### src/rtl/radar_frame_polar_to_cartesian_defines.svh
// Assertion macros for the radar frame polar to cartesian block.
// Taken in by the top level only; no other dependencies.
`ifndef RADAR_FRAME_POLAR_TO_CARTESIAN_DEFINES_SVH
`define RADAR_FRAME_POLAR_TO_CARTESIAN_DEFINES_SVH

// Same-cycle implication, disabled while in reset
`define RFPC_ASSERT_NOW(label, clk, rst_n, ante, cons) \
	label: assert property (@(posedge clk) disable iff (!rst_n) (ante) |-> (cons)) \
		else $error("rfpc assertion failed");

// Next-cycle implication, disabled while in reset
`define RFPC_ASSERT_NEXT(label, clk, rst_n, ante, cons) \
	label: assert property (@(posedge clk) disable iff (!rst_n) (ante) |=> (cons)) \
		else $error("rfpc assertion failed");

`endif

### src/rtl/rfpc_pkg.sv
// Shared constants, types and the arctangent table for the radar frame converter.
// No dependencies; used by every module of the block.
package rfpc_pkg;

	// Frame layout
	localparam int FRAME_BYTES = 16;
	localparam int IDX_W       = $clog2(FRAME_BYTES);
	localparam int HDR_BYTES   = 8;

	// CORDIC
	localparam int CORDIC_STEPS = 16;
	localparam int CORDIC_ITERS = (CORDIC_STEPS < 24) ? CORDIC_STEPS : 24;
	localparam int STEP_W       = $clog2(CORDIC_ITERS);

	// Configuration register indexes
	localparam logic CFG_SENSOR  = 1'b0;
	localparam logic CFG_RCS_THR = 1'b1;

	localparam logic signed [16:0] RCS_THR_RESET  = -17'sd100;
	localparam logic [31:0]        TRACK_ID_START = 32'd2000;

	// Result bus width: 155 bits of fields padded to whole bytes
	localparam int RES_BITS  = 155;
	localparam int TDATA_W   = ((RES_BITS + 7) / 8) * 8;

	// Raw frame words
	typedef struct packed {
		logic [15:0] range_w;
		logic [15:0] angle_w;
		logic [15:0] speed_w;
		logic [15:0] rcs_w;
	} frame_t;

	// Controller to datapath commands
	typedef struct packed {
		logic              launch;
		logic              calc_quo;
		logic              calc_bear;
		logic              calc_fold;
		logic              calc_zmul;
		logic              calc_zdiv;
		logic              calc_zsum;
		logic              rot_step;
		logic              calc_round;
		logic              load_out;
		logic [STEP_W-1:0] step;
	} cmd_t;

	// atan(2^-i) as binary angle, 2^32 per turn
	function automatic logic [29:0] atan_bin(input logic [4:0] i);
		logic [29:0] v;
		case (i)
			5'd0:  v = 30'd536870912;
			5'd1:  v = 30'd316933406;
			5'd2:  v = 30'd167458907;
			5'd3:  v = 30'd85004756;
			5'd4:  v = 30'd42667331;
			5'd5:  v = 30'd21354465;
			5'd6:  v = 30'd10679838;
			5'd7:  v = 30'd5340245;
			5'd8:  v = 30'd2670163;
			5'd9:  v = 30'd1335087;
			5'd10: v = 30'd667544;
			5'd11: v = 30'd333772;
			5'd12: v = 30'd166886;
			5'd13: v = 30'd83443;
			5'd14: v = 30'd41722;
			5'd15: v = 30'd20861;
			5'd16: v = 30'd10430;
			5'd17: v = 30'd5215;
			5'd18: v = 30'd2608;
			5'd19: v = 30'd1304;
			5'd20: v = 30'd652;
			5'd21: v = 30'd326;
			5'd22: v = 30'd163;
			5'd23: v = 30'd81;
			default: v = 30'd0;
		endcase
		return v;
	endfunction

endpackage

### src/rtl/rfpc_framer.sv
// Byte framer: counts link bytes within a frame and keeps the eight header bytes.
// Depends on rfpc_pkg.
module rfpc_framer (
	input  logic                 clk,
	input  logic                 arst_n,
	input  logic                 accept,
	input  logic [7:0]           rx_byte,
	output logic                 at_last,
	output logic                 frame_done,
	output rfpc_pkg::frame_t     frame
);

	logic [rfpc_pkg::IDX_W-1:0] idx_q;
	logic [7:0]                 hdr_q [rfpc_pkg::HDR_BYTES];
	logic [7:0]                 hdr_nxt [rfpc_pkg::HDR_BYTES];
	logic                       in_hdr;

	assign at_last    = (idx_q == rfpc_pkg::IDX_W'(rfpc_pkg::FRAME_BYTES - 1));
	assign frame_done = accept && at_last;
	assign in_hdr     = ({1'b0, idx_q} < (rfpc_pkg::IDX_W + 1)'(rfpc_pkg::HDR_BYTES));

	// Position within the frame
	always_ff @(posedge clk or negedge arst_n) begin
		if (!arst_n) begin
			idx_q <= '0;
		end else if (accept) begin
			if (at_last) begin
				idx_q <= '0;
			end else begin
				idx_q <= idx_q + 1'b1;
			end
		end
	end

	// Header bytes; later bytes of the frame are dropped
	always_ff @(posedge clk) begin
		if (accept && in_hdr) begin
			hdr_q[idx_q[2:0]] <= rx_byte;
		end
	end

	// Header as it stands after this cycle's byte, so the last byte is seen at once
	always_comb begin
		for (int k = 0; k < rfpc_pkg::HDR_BYTES; k++) begin
			hdr_nxt[k] = (accept && in_hdr && (idx_q[2:0] == 3'(k))) ? rx_byte : hdr_q[k];
		end
	end

	assign frame.range_w = {hdr_nxt[0], hdr_nxt[1]};
	assign frame.angle_w = {hdr_nxt[2], hdr_nxt[3]};
	assign frame.speed_w = {hdr_nxt[4], hdr_nxt[5]};
	assign frame.rcs_w   = {hdr_nxt[6], hdr_nxt[7]};

endmodule

### src/rtl/rfpc_ctrl.sv
// Sequencer for the track computation: angle reduction, CORDIC steps, output hand-off.
// Depends on rfpc_pkg.
module rfpc_ctrl (
	input  logic                 clk,
	input  logic                 arst_n,
	input  logic                 frame_done,
	input  logic                 out_ready,
	output logic                 busy,
	output logic                 out_valid,
	output rfpc_pkg::cmd_t       cmd
);

	typedef enum logic [3:0] {
		ST_IDLE,
		ST_QUO,
		ST_BEAR,
		ST_FOLD,
		ST_ZMUL,
		ST_ZDIV,
		ST_ZSUM,
		ST_ROT,
		ST_ROUND,
		ST_OUT
	} state_t;

	localparam logic [rfpc_pkg::STEP_W-1:0] STEP_LAST =
		rfpc_pkg::STEP_W'(rfpc_pkg::CORDIC_ITERS - 1);

	state_t                      state_q;
	logic [rfpc_pkg::STEP_W-1:0] step_q;
	logic                        out_valid_q;
	logic                        load_ok;

	assign load_ok   = !out_valid_q || out_ready;
	assign busy      = (state_q != ST_IDLE);
	assign out_valid = out_valid_q;

	// Command decode
	always_comb begin
		cmd            = '0;
		cmd.launch     = (state_q == ST_IDLE) && frame_done;
		cmd.calc_quo   = (state_q == ST_QUO);
		cmd.calc_bear  = (state_q == ST_BEAR);
		cmd.calc_fold  = (state_q == ST_FOLD);
		cmd.calc_zmul  = (state_q == ST_ZMUL);
		cmd.calc_zdiv  = (state_q == ST_ZDIV);
		cmd.calc_zsum  = (state_q == ST_ZSUM);
		cmd.rot_step   = (state_q == ST_ROT);
		cmd.calc_round = (state_q == ST_ROUND);
		cmd.load_out   = (state_q == ST_OUT) && load_ok;
		cmd.step       = step_q;
	end

	// State, step counter and output valid flag
	always_ff @(posedge clk or negedge arst_n) begin
		if (!arst_n) begin
			state_q     <= ST_IDLE;
			step_q      <= '0;
			out_valid_q <= 1'b0;
		end else begin
			// Valid set on hand-off, cleared once the transaction is taken
			if (cmd.load_out) begin
				out_valid_q <= 1'b1;
			end else if (out_ready) begin
				out_valid_q <= 1'b0;
			end
			case (state_q)
				ST_IDLE: begin
					if (frame_done) begin
						state_q <= ST_QUO;
					end
				end
				ST_QUO:   state_q <= ST_BEAR;
				ST_BEAR:  state_q <= ST_FOLD;
				ST_FOLD:  state_q <= ST_ZMUL;
				ST_ZMUL:  state_q <= ST_ZDIV;
				ST_ZDIV:  state_q <= ST_ZSUM;
				ST_ZSUM: begin
					step_q  <= '0;
					state_q <= ST_ROT;
				end
				ST_ROT: begin
					if (step_q == STEP_LAST) begin
						step_q  <= '0;
						state_q <= ST_ROUND;
					end else begin
						step_q <= step_q + 1'b1;
					end
				end
				ST_ROUND: state_q <= ST_OUT;
				ST_OUT: begin
					if (load_ok) begin
						state_q <= ST_IDLE;
					end
				end
				default: state_q <= ST_IDLE;
			endcase
		end
	end

endmodule

### src/rtl/rfpc_dp.sv
// Datapath: frame snapshot, bearing reduction, binary angle, CORDIC rotation, result register.
// Depends on rfpc_pkg; driven by rfpc_ctrl.
module rfpc_dp (
	input  logic                 clk,
	input  logic                 arst_n,
	input  rfpc_pkg::cmd_t       cmd,
	input  rfpc_pkg::frame_t     frame,
	input  logic [15:0]          sensor_number,
	input  logic signed [16:0]   rcs_threshold,
	output logic [31:0]          track_number,
	output logic [15:0]          range_raw,
	output logic signed [11:0]   bearing_tenths,
	output logic [15:0]          speed_raw,
	output logic [15:0]          rcs_raw,
	output logic signed [16:0]   x_pos,
	output logic signed [16:0]   y_pos,
	output logic signed [11:0]   heading_tenths,
	output logic                 confidence_high,
	output logic [15:0]          sensor_out
);

	localparam logic [32:0] MOD_RECIP  = 33'd74566;     // ceil(2^28 / 3600)
	localparam logic [48:0] GAIN_Q30   = 49'd652032874;
	localparam logic [30:0] Z_INT      = 31'd1193046;   // 2^28 div 225
	localparam logic [34:0] DIV225_REC = 35'd149131;    // ceil(2^25 / 225)

	logic [31:0]        next_track_q;
	logic [31:0]        track_q;
	logic [15:0]        range_q, angle_q, speed_q, rcs_q;
	logic [4:0]         quo_q;
	logic signed [11:0] bearing_q;
	logic               flip_q, neg_q;
	logic [9:0]         mag_q;
	logic [30:0]        zbase_q;
	logic [16:0]        znum_q;
	logic [8:0]         zfrac_q;
	logic signed [32:0] z_q;
	logic signed [48:0] x_q, y_q;
	logic signed [18:0] xr_q, yr_q;

	logic [32:0]        quo_prod;
	logic [16:0]        rem_w;
	logic signed [12:0] bear_w;
	logic signed [11:0] fold_w;
	logic [34:0]        zdiv_prod;
	logic [30:0]        zmag;
	logic signed [48:0] dx, dy, xs, ys;
	logic signed [32:0] dz;

	function automatic logic signed [16:0] clamp_pos(input logic signed [18:0] v);
		logic signed [16:0] r;
		if (v > 19'sd65535) begin
			r = 17'sd65535;
		end else if (v < -19'sd65535) begin
			r = -17'sd65535;
		end else begin
			r = v[16:0];
		end
		return r;
	endfunction

	// Angle reduction arithmetic
	assign quo_prod  = 33'(angle_q) * MOD_RECIP;
	assign rem_w     = 17'(angle_q) - 17'(17'(quo_q) * 17'd3600);
	assign bear_w    = $signed({1'b0, rem_w[11:0]}) - 13'sd1800;
	assign fold_w    = (bearing_q > 12'sd900) ? bearing_q - 12'sd1800 :
		(bearing_q < -12'sd900) ? bearing_q + 12'sd1800 : bearing_q;
	assign zdiv_prod = 35'(znum_q) * DIV225_REC;
	assign zmag      = zbase_q + 31'(zfrac_q);

	// One CORDIC rotation
	assign dx = y_q >>> cmd.step;
	assign dy = x_q >>> cmd.step;
	assign dz = $signed({3'b000, rfpc_pkg::atan_bin(5'(cmd.step))});

	// Round half up to 0.1 m
	assign xs = x_q + 49'sd536870912;
	assign ys = y_q + 49'sd536870912;

	// Running track number
	always_ff @(posedge clk or negedge arst_n) begin
		if (!arst_n) begin
			next_track_q <= rfpc_pkg::TRACK_ID_START;
		end else if (cmd.launch) begin
			next_track_q <= next_track_q + 32'd1;
		end
	end

	// Working registers
	always_ff @(posedge clk) begin
		if (cmd.launch) begin
			track_q <= next_track_q;
			range_q <= frame.range_w;
			angle_q <= frame.angle_w;
			speed_q <= frame.speed_w;
			rcs_q   <= frame.rcs_w;
		end
		if (cmd.calc_quo) begin
			quo_q <= quo_prod[32:28];
			x_q   <= $signed(49'(range_q) * GAIN_Q30);
			y_q   <= '0;
		end
		if (cmd.calc_bear) begin
			bearing_q <= bear_w[11:0];
		end
		if (cmd.calc_fold) begin
			flip_q <= (bearing_q > 12'sd900) || (bearing_q < -12'sd900);
			neg_q  <= fold_w[11];
			mag_q  <= fold_w[11] ? 10'(-fold_w) : fold_w[9:0];
		end
		if (cmd.calc_zmul) begin
			zbase_q <= 31'(mag_q) * Z_INT;
			znum_q  <= 17'(17'(mag_q) * 17'd106 + 17'd112);
		end
		if (cmd.calc_zdiv) begin
			zfrac_q <= zdiv_prod[33:25];
		end
		if (cmd.calc_zsum) begin
			z_q <= neg_q ? -$signed(33'(zmag)) : $signed(33'(zmag));
		end
		if (cmd.rot_step) begin
			if (!z_q[32]) begin
				x_q <= x_q - dx;
				y_q <= y_q + dy;
				z_q <= z_q - dz;
			end else begin
				x_q <= x_q + dx;
				y_q <= y_q - dy;
				z_q <= z_q + dz;
			end
		end
		if (cmd.calc_round) begin
			xr_q <= flip_q ? -xs[48:30] : xs[48:30];
			yr_q <= flip_q ? -ys[48:30] : ys[48:30];
		end
	end

	// Result register
	always_ff @(posedge clk) begin
		if (cmd.load_out) begin
			track_number    <= track_q;
			range_raw       <= range_q;
			bearing_tenths  <= bearing_q;
			speed_raw       <= speed_q;
			rcs_raw         <= rcs_q;
			x_pos           <= clamp_pos(xr_q);
			y_pos           <= clamp_pos(yr_q);
			heading_tenths  <= (range_q == 16'd0) ? 12'sd0 : bearing_q;
			confidence_high <= ($signed({1'b0, rcs_q}) > rcs_threshold);
			sensor_out      <= sensor_number;
		end
	end

endmodule

### src/rtl/radar_frame_polar_to_cartesian.sv
// When a frame's last byte is accepted, the sequencer runs quotient, bearing, fold,
// z terms, CORDIC rotations and rounding, then hands the track to the output.
// Throughput: one link byte per cycle; the last byte of the next frame waits until the
// sequencer is idle, set by the single CORDIC unit doing one rotation per cycle.
// Reset (arst_n, asynchronous, active low): frame position 0, track id 2000,
// sensor number 0, RCS threshold -100, no track pending.
module radar_frame_polar_to_cartesian (
	input  logic                           clk,
	input  logic                           arst_n,
	input  logic                           s_axis_tvalid,
	output logic                           s_axis_tready,
	input  logic [7:0]                     s_axis_tdata,   // rx_byte
	output logic                           m_axis_tvalid,
	input  logic                           m_axis_tready,
	// track_number, range_raw, bearing_tenths, speed_raw, rcs_raw, x_pos, y_pos,
	// heading_tenths, confidence_high, sensor_out, zero padding
	output logic [rfpc_pkg::TDATA_W-1:0]   m_axis_tdata,
	input  logic                           cfg_we,
	input  logic                           cfg_index,
	input  logic [16:0]                    cfg_data
);

	`include "radar_frame_polar_to_cartesian_defines.svh"

	logic               accept;
	logic               at_last;
	logic               frame_done;
	logic               busy;
	rfpc_pkg::frame_t   frame;
	rfpc_pkg::cmd_t     cmd;

	logic [15:0]        sensor_q;
	logic signed [16:0] rcs_thr_q;

	logic [31:0]        track_number;
	logic [15:0]        range_raw, speed_raw, rcs_raw, sensor_out;
	logic signed [11:0] bearing_tenths, heading_tenths;
	logic signed [16:0] x_pos, y_pos;
	logic               confidence_high;

	// Configuration registers
	always_ff @(posedge clk or negedge arst_n) begin
		if (!arst_n) begin
			sensor_q  <= '0;
			rcs_thr_q <= rfpc_pkg::RCS_THR_RESET;
		end else if (cfg_we) begin
			case (cfg_index)
				rfpc_pkg::CFG_SENSOR:  sensor_q  <= cfg_data[15:0];
				rfpc_pkg::CFG_RCS_THR: rcs_thr_q <= cfg_data;
				default: ;
			endcase
		end
	end

	// Hold off only the byte that would complete a frame while the last one is in work
	assign s_axis_tready = !(at_last && busy);
	assign accept        = s_axis_tvalid && s_axis_tready;

	rfpc_framer u_framer (
		.clk        (clk),
		.arst_n     (arst_n),
		.accept     (accept),
		.rx_byte    (s_axis_tdata),
		.at_last    (at_last),
		.frame_done (frame_done),
		.frame      (frame)
	);

	rfpc_ctrl u_ctrl (
		.clk        (clk),
		.arst_n     (arst_n),
		.frame_done (frame_done),
		.out_ready  (m_axis_tready),
		.busy       (busy),
		.out_valid  (m_axis_tvalid),
		.cmd        (cmd)
	);

	rfpc_dp u_dp (
		.clk             (clk),
		.arst_n          (arst_n),
		.cmd             (cmd),
		.frame           (frame),
		.sensor_number   (sensor_q),
		.rcs_threshold   (rcs_thr_q),
		.track_number    (track_number),
		.range_raw       (range_raw),
		.bearing_tenths  (bearing_tenths),
		.speed_raw       (speed_raw),
		.rcs_raw         (rcs_raw),
		.x_pos           (x_pos),
		.y_pos           (y_pos),
		.heading_tenths  (heading_tenths),
		.confidence_high (confidence_high),
		.sensor_out      (sensor_out)
	);

	// Pack the track, first field in the lowest bits
	assign m_axis_tdata = {
		(rfpc_pkg::TDATA_W - rfpc_pkg::RES_BITS)'(0),
		sensor_out,
		confidence_high,
		heading_tenths,
		y_pos,
		x_pos,
		rcs_raw,
		speed_raw,
		bearing_tenths,
		range_raw,
		track_number
	};

	// A completed frame always starts the sequencer
	`RFPC_ASSERT_NEXT(a_launch_busy, clk, arst_n, frame_done, busy)
	// Sequencer only returns to idle having handed over a track
	`RFPC_ASSERT_NOW(a_done_valid, clk, arst_n, $fell(busy), m_axis_tvalid)
	// Input is held off only while a track is in work
	`RFPC_ASSERT_NOW(a_stall_busy, clk, arst_n, !s_axis_tready, busy && at_last)

endmodule

### config.mk
export PLATFORM = sky130hd
export DESIGN_NAME = radar_frame_polar_to_cartesian
export DESIGN_NICKNAME = d
export VERILOG_FILES = /design/src/rtl/rfpc_pkg.sv /design/src/rtl/rfpc_framer.sv /design/src/rtl/rfpc_ctrl.sv /design/src/rtl/rfpc_dp.sv /design/src/rtl/radar_frame_polar_to_cartesian.sv
export VERILOG_INCLUDE_DIRS = /design/src /design/src/rtl
export SDC_FILE = /design/constraint.sdc
export NUM_CORES = 2
export LEC_CHECK = 0
export BUFFER_PORTS_ARGS = -buffer_cell sky130_fd_sc_hd__buf_4
export CAP_MARGIN = 20
export CORE_UTILIZATION = 30
export DETAILED_ROUTE_END_ITERATION = 10
export PLACE_DENSITY = 0.53
export SETUP_SLACK_MARGIN = 0.02
export SLEW_MARGIN = 20
export SYNTH_ARGS = -nofsm -noshare
export SYNTH_HDL_FRONTEND = slang
export SYNTH_SLANG_ARGS = --single-unit
### constraint.sdc
create_clock -name clk -period 13.86 [get_ports clk]
set_input_delay 2.772 -clock clk [delete_from_list [all_inputs] [get_ports clk]]
set_output_delay 2.772 -clock clk [all_outputs]
set_load 0.03 [all_outputs]
==> metrics.md <==
| Metric | Value |
|---|---|
| Clock Sinks | `645` |
| IO Pins | `193` |
| Final Cycle Share | `57.06%` |
| Drt initial violations | `about 2.8k` |
| Worst-skew pair later-pin latency | `0.73 ns` |
| Layout Skew | `0.04277 ns` |
| WL per Instance | `18.86 µm` |
| FFs w/ async S/R, synth | `12.09%` |
| Critical Path RT | `14.31 ns` |
| CP Max Fanout | `71` |
| Final setup margin | `just under 6 ns` |
| Count of buffers from port buffering | `about 190` |
| # setup viols final | `0` |
| CTS buffer count | `81` |
| Final #Nets | `7,284` |
| Tightest Hold Check Type | `flop to flop` |
| Tightest Pin Transition | `1.021 ns` |
| Hold Violations, Final | `0` |
| Setup Crit Path Kind | `flop to flop` |
| Die Wd | `456.5 µm` |
| Clock root buffer master | `clkbuf_16` |
| Total setup buffers inserted after CTS | `0` |
| First-pass GRT wire length | `263,100 µm` |
| Post-route minimum period | `7.908 ns` |
| Grt total ovfl | `0` |
| Slowest CP cell | `dfrtp_4` |
| Crit path max-delay family | `compound AO/OA/AOI/OAI gates` |
| Full die area | `208,400 µm²` |
| F_max | `126.4 MHz` |
| Syn. warnings | `0` |
| DRC errors left | `0` |
| Post-DP Area | `66,120 µm²` |
| Hold WS | `0.4154 ns` |
| Number of global-route vias before repair | `45.84k` |
| Synth Register Bits | `645` |
| Starting Density | `30.22%` |
| Outcome | `finished clean` |
| Layout cells sized above 1 | `10.51%` |
| Initial antenna violation count | `2` |
| Core area | `about 200,000 µm²` |
| Htree depth | `3` |
| Ant. Diodes | `0` |
| Routability cong. | `0.8995` |
| FP Rows | `roughly 170` |
| Cell variety after synth | `99` |
| Area delta synth->final | `11.48%` |
| Vias post-DR | `44.75k` |
| Post-CTS Resized | `0` |
| Synthesized area | `61,960 µm²` |
| Post-DP HPWL | `130,500 µm` |
| DRT antenna net count | `0` |
| Post-route cell area | `between 60,000 and 70,000 µm²` |
| Max Cap Viol | `0` |
| CTS tree | `yes` |
| Final WL | `167,700 µm` |
| RSZ-0062 raised after global routing | `false` |
| Setup WS pre-CTS | `5.730 ns` |
| Vias per inst | `roughly 5` |
| Post-CTS Hold Fix Bufs | `0` |
| Die Span Y | `~460 µm` |
| Critical path endpoint category | `flop` |
| Gate Count Post-Synth | `6,052` |
| GR Util All Layers | `15.94%` |
| Sequential area share after synthesis | `30.67%` |
| Worst-path clk slew | `0.06 ns` |
| Post-synth EDFFs | `567` |
| Crit-path cells | `buf_6 -> mux2_2 -> mux4_2 -> mux2i_1 -> ha_1 -> nor3b_1 -> a21oi_1 -> xnor2_1 -> ha_1 -> a21oi_1 -> nand2_1 -> a2bb2oi_1 -> a211oi_1 -> o31ai_1 -> a211oi_1 -> a21oi_1 -> a211o_1 -> a211oi_1 -> xor2_1 -> nor2_1` |
| Relative slew slack | `31.67%` |
| Startpoint class of the critical path | `flop` |
| Bufs and invs on worst path | `1` |
| Setup TNS | `0 ns` |
| WP data arrival | `8.35 ns` |
| Largest net degree at the start of global routing | `89` |
| Syn Area/Cell | `between 10 and 15 µm²` |
| 1st-pass router iterations | `5` |
| Clk buf depth | `3` |
| Synth Flop Type | `edfxtp_1` |
| Max incr delay on CP | `1.07 ns` |
| Slew Viols, Final | `0` |
## cells in the mapped netlist (24+ instances only)
master    instances  area, µm²
edfxtp_1        567      17030
nor3_1           69      345.3
fa_1            335       6706
ha_1            779       9747
a21oi_1         337       1687
a31oi_1          71      444.2
o21bai_1         39      292.8
o21a_1           27      202.7
dfrtp_1          59       1476
a211oi_1         44      330.3
o31ai_1          28      210.2
a22oi_1          24      180.2
xnor2_1         290       2540
inv_1           701       2631
mux2i_1          80      800.8
nor4_1           24      150.1
nand3_1         151      755.7
xor2_1          221       1936
mux4_2           97       2185
buf_2            26      130.1
mux2_2           83      934.7
o21ai_0         252       1261
buf_1            27      101.4
nand2b_1         49      306.5
nor2_1          359       1348
clkbuf_1        148      555.5
nand2_1         389       1460
or2_2            36      225.2
a21o_1          173       1299
and2_1           38      237.7
nand4_1          61      381.6
nor2b_1          52      325.3
and3_1           63      394.1
## layout make-up
cell class / count / area (µm²)
multi-input cells: 4475 / 39380
fillers: 20600 / 135900
well taps: 2688 / 3363
clock inverters: 56 / 790.8
flip-flops and latches: 645 / 19020
clock buffers: 91 / 2126
inverters: 704 / 2643
repair buffers: 232 / 1753
## registers in the layout (all words and copies together) (netlist names), 30 cells and up
| signal | count |
|---|---|
| u_dp.zbase_q | 30 |
| u_dp.x_q | 49 |
| u_dp.next_track_q | 32 |
| u_dp.y_q | 49 |
| u_dp.z_q | 33 |
| u_dp.track_number | 32 |
| u_framer.hdr_q | 64 |
| u_dp.track_q | 32 |
## stage by stage
stage / util [%] / instances
6_report: 33.69 / 8891
4_1_cts: 33.67 / 8889
3_5_place_dp: 32.25 / 8742
2_1_floorplan: - / 6056
3_3_place_gp: 32.25 / 8742
5_1_grt: 33.69 / 8891
## cell families after synthesis
| group | count (synthesis) | share of synthesized area, % |
|---|---|---|
| adder cells (fa/ha/maj) | 1114 | 26.55 |
| AO/OA/AOI/OAI | 1209 | 12.53 |
| XOR/XNOR | 511 | 7.223 |
| other | 1 | 0.006052 |
| buffers and inverters | 936 | 5.945 |
| AND/OR/NAND/NOR | 1374 | 10.71 |
| flip-flops | 645 | 30.67 |
| multiplexers | 262 | 6.369 |
## metal layers
layer / vias to the layer above / routed length, µm / global-route usage (%)
met5: - / 0 / 0
met4: 0 / 4139 / 4.522
met3: 215 / 8501 / 2.640
met2: 1015 / 76230 / 25.81
met1: 21860 / 78810 / 21.78
li1: 21660 / - / -
## worst register-to-register path: stages (launching register included)
cell	delay (ns)
dfrtp_4	1.07
buf_6	0.79
mux2_2	0.47
mux4_2	0.49
mux2i_1	0.28
ha_1	0.22
nor3b_1	0.75
a21oi_1	0.18
xnor2_1	0.19
ha_1	0.35
a21oi_1	0.23
nand2_1	0.08
a2bb2oi_1	0.16
a211oi_1	0.58
o31ai_1	0.29
a211oi_1	0.45
a21oi_1	0.25
a211o_1	0.36
a211oi_1	0.26
xor2_1	0.16
nor2_1	0.05
## layout by cell type (no fill, tap or decap), drive strengths merged, types with 59 or more instances in the layout
cell,synthesis,layout
ha,779,779
inv,704,709
edfxtp,567,567
nand2,389,389
nor2,361,361
a21oi,337,337
fa,335,335
xnor2,290,290
o21ai,255,255
buf,82,232
xor2,221,221
a21o,173,173
nand3,153,153
mux4,97,97
clkbuf,150,91
mux2,85,85
mux2i,80,80
a31oi,71,71
nor3,71,71
and3,63,63
nand4,61,61
dfrtp,59,59
## path summary, 6_finish.rpt
| kind | cells past startpoint | to | from | slack [ns] |
|---|---|---|---|---|
| worst max-delay path | 20 | u_dp.y_q[45]$_SDFFCE_PN0P_ | u_ctrl.step_q[0]$_DFFE_PN0P_ | 5.95 |
| worst min-delay path | 0 | u_dp.angle_q[13]$_DFFE_PP_ | u_framer.hdr_q[2][5]$_DFFE_PP_ | 0.42 |
| worst max register to register | 20 | u_dp.y_q[45]$_SDFFCE_PN0P_ | u_ctrl.step_q[0]$_DFFE_PN0P_ | 5.95 |
| worst min register to register | 0 | u_dp.angle_q[13]$_DFFE_PP_ | u_framer.hdr_q[2][5]$_DFFE_PP_ | 0.42 |
| max in group asynchronous | 2 | u_dp.next_track_q[26]$_DFFE_PN0P_ | arst_n | 10.72 |
| min in group asynchronous | 1 | u_framer.idx_q[1]$_DFFE_PN0P_ | arst_n | 1.94 |
Power is left out: the tool's default activity adds up to more than one toggle a clock period on the data nets, which glitch-free logic cannot reach.
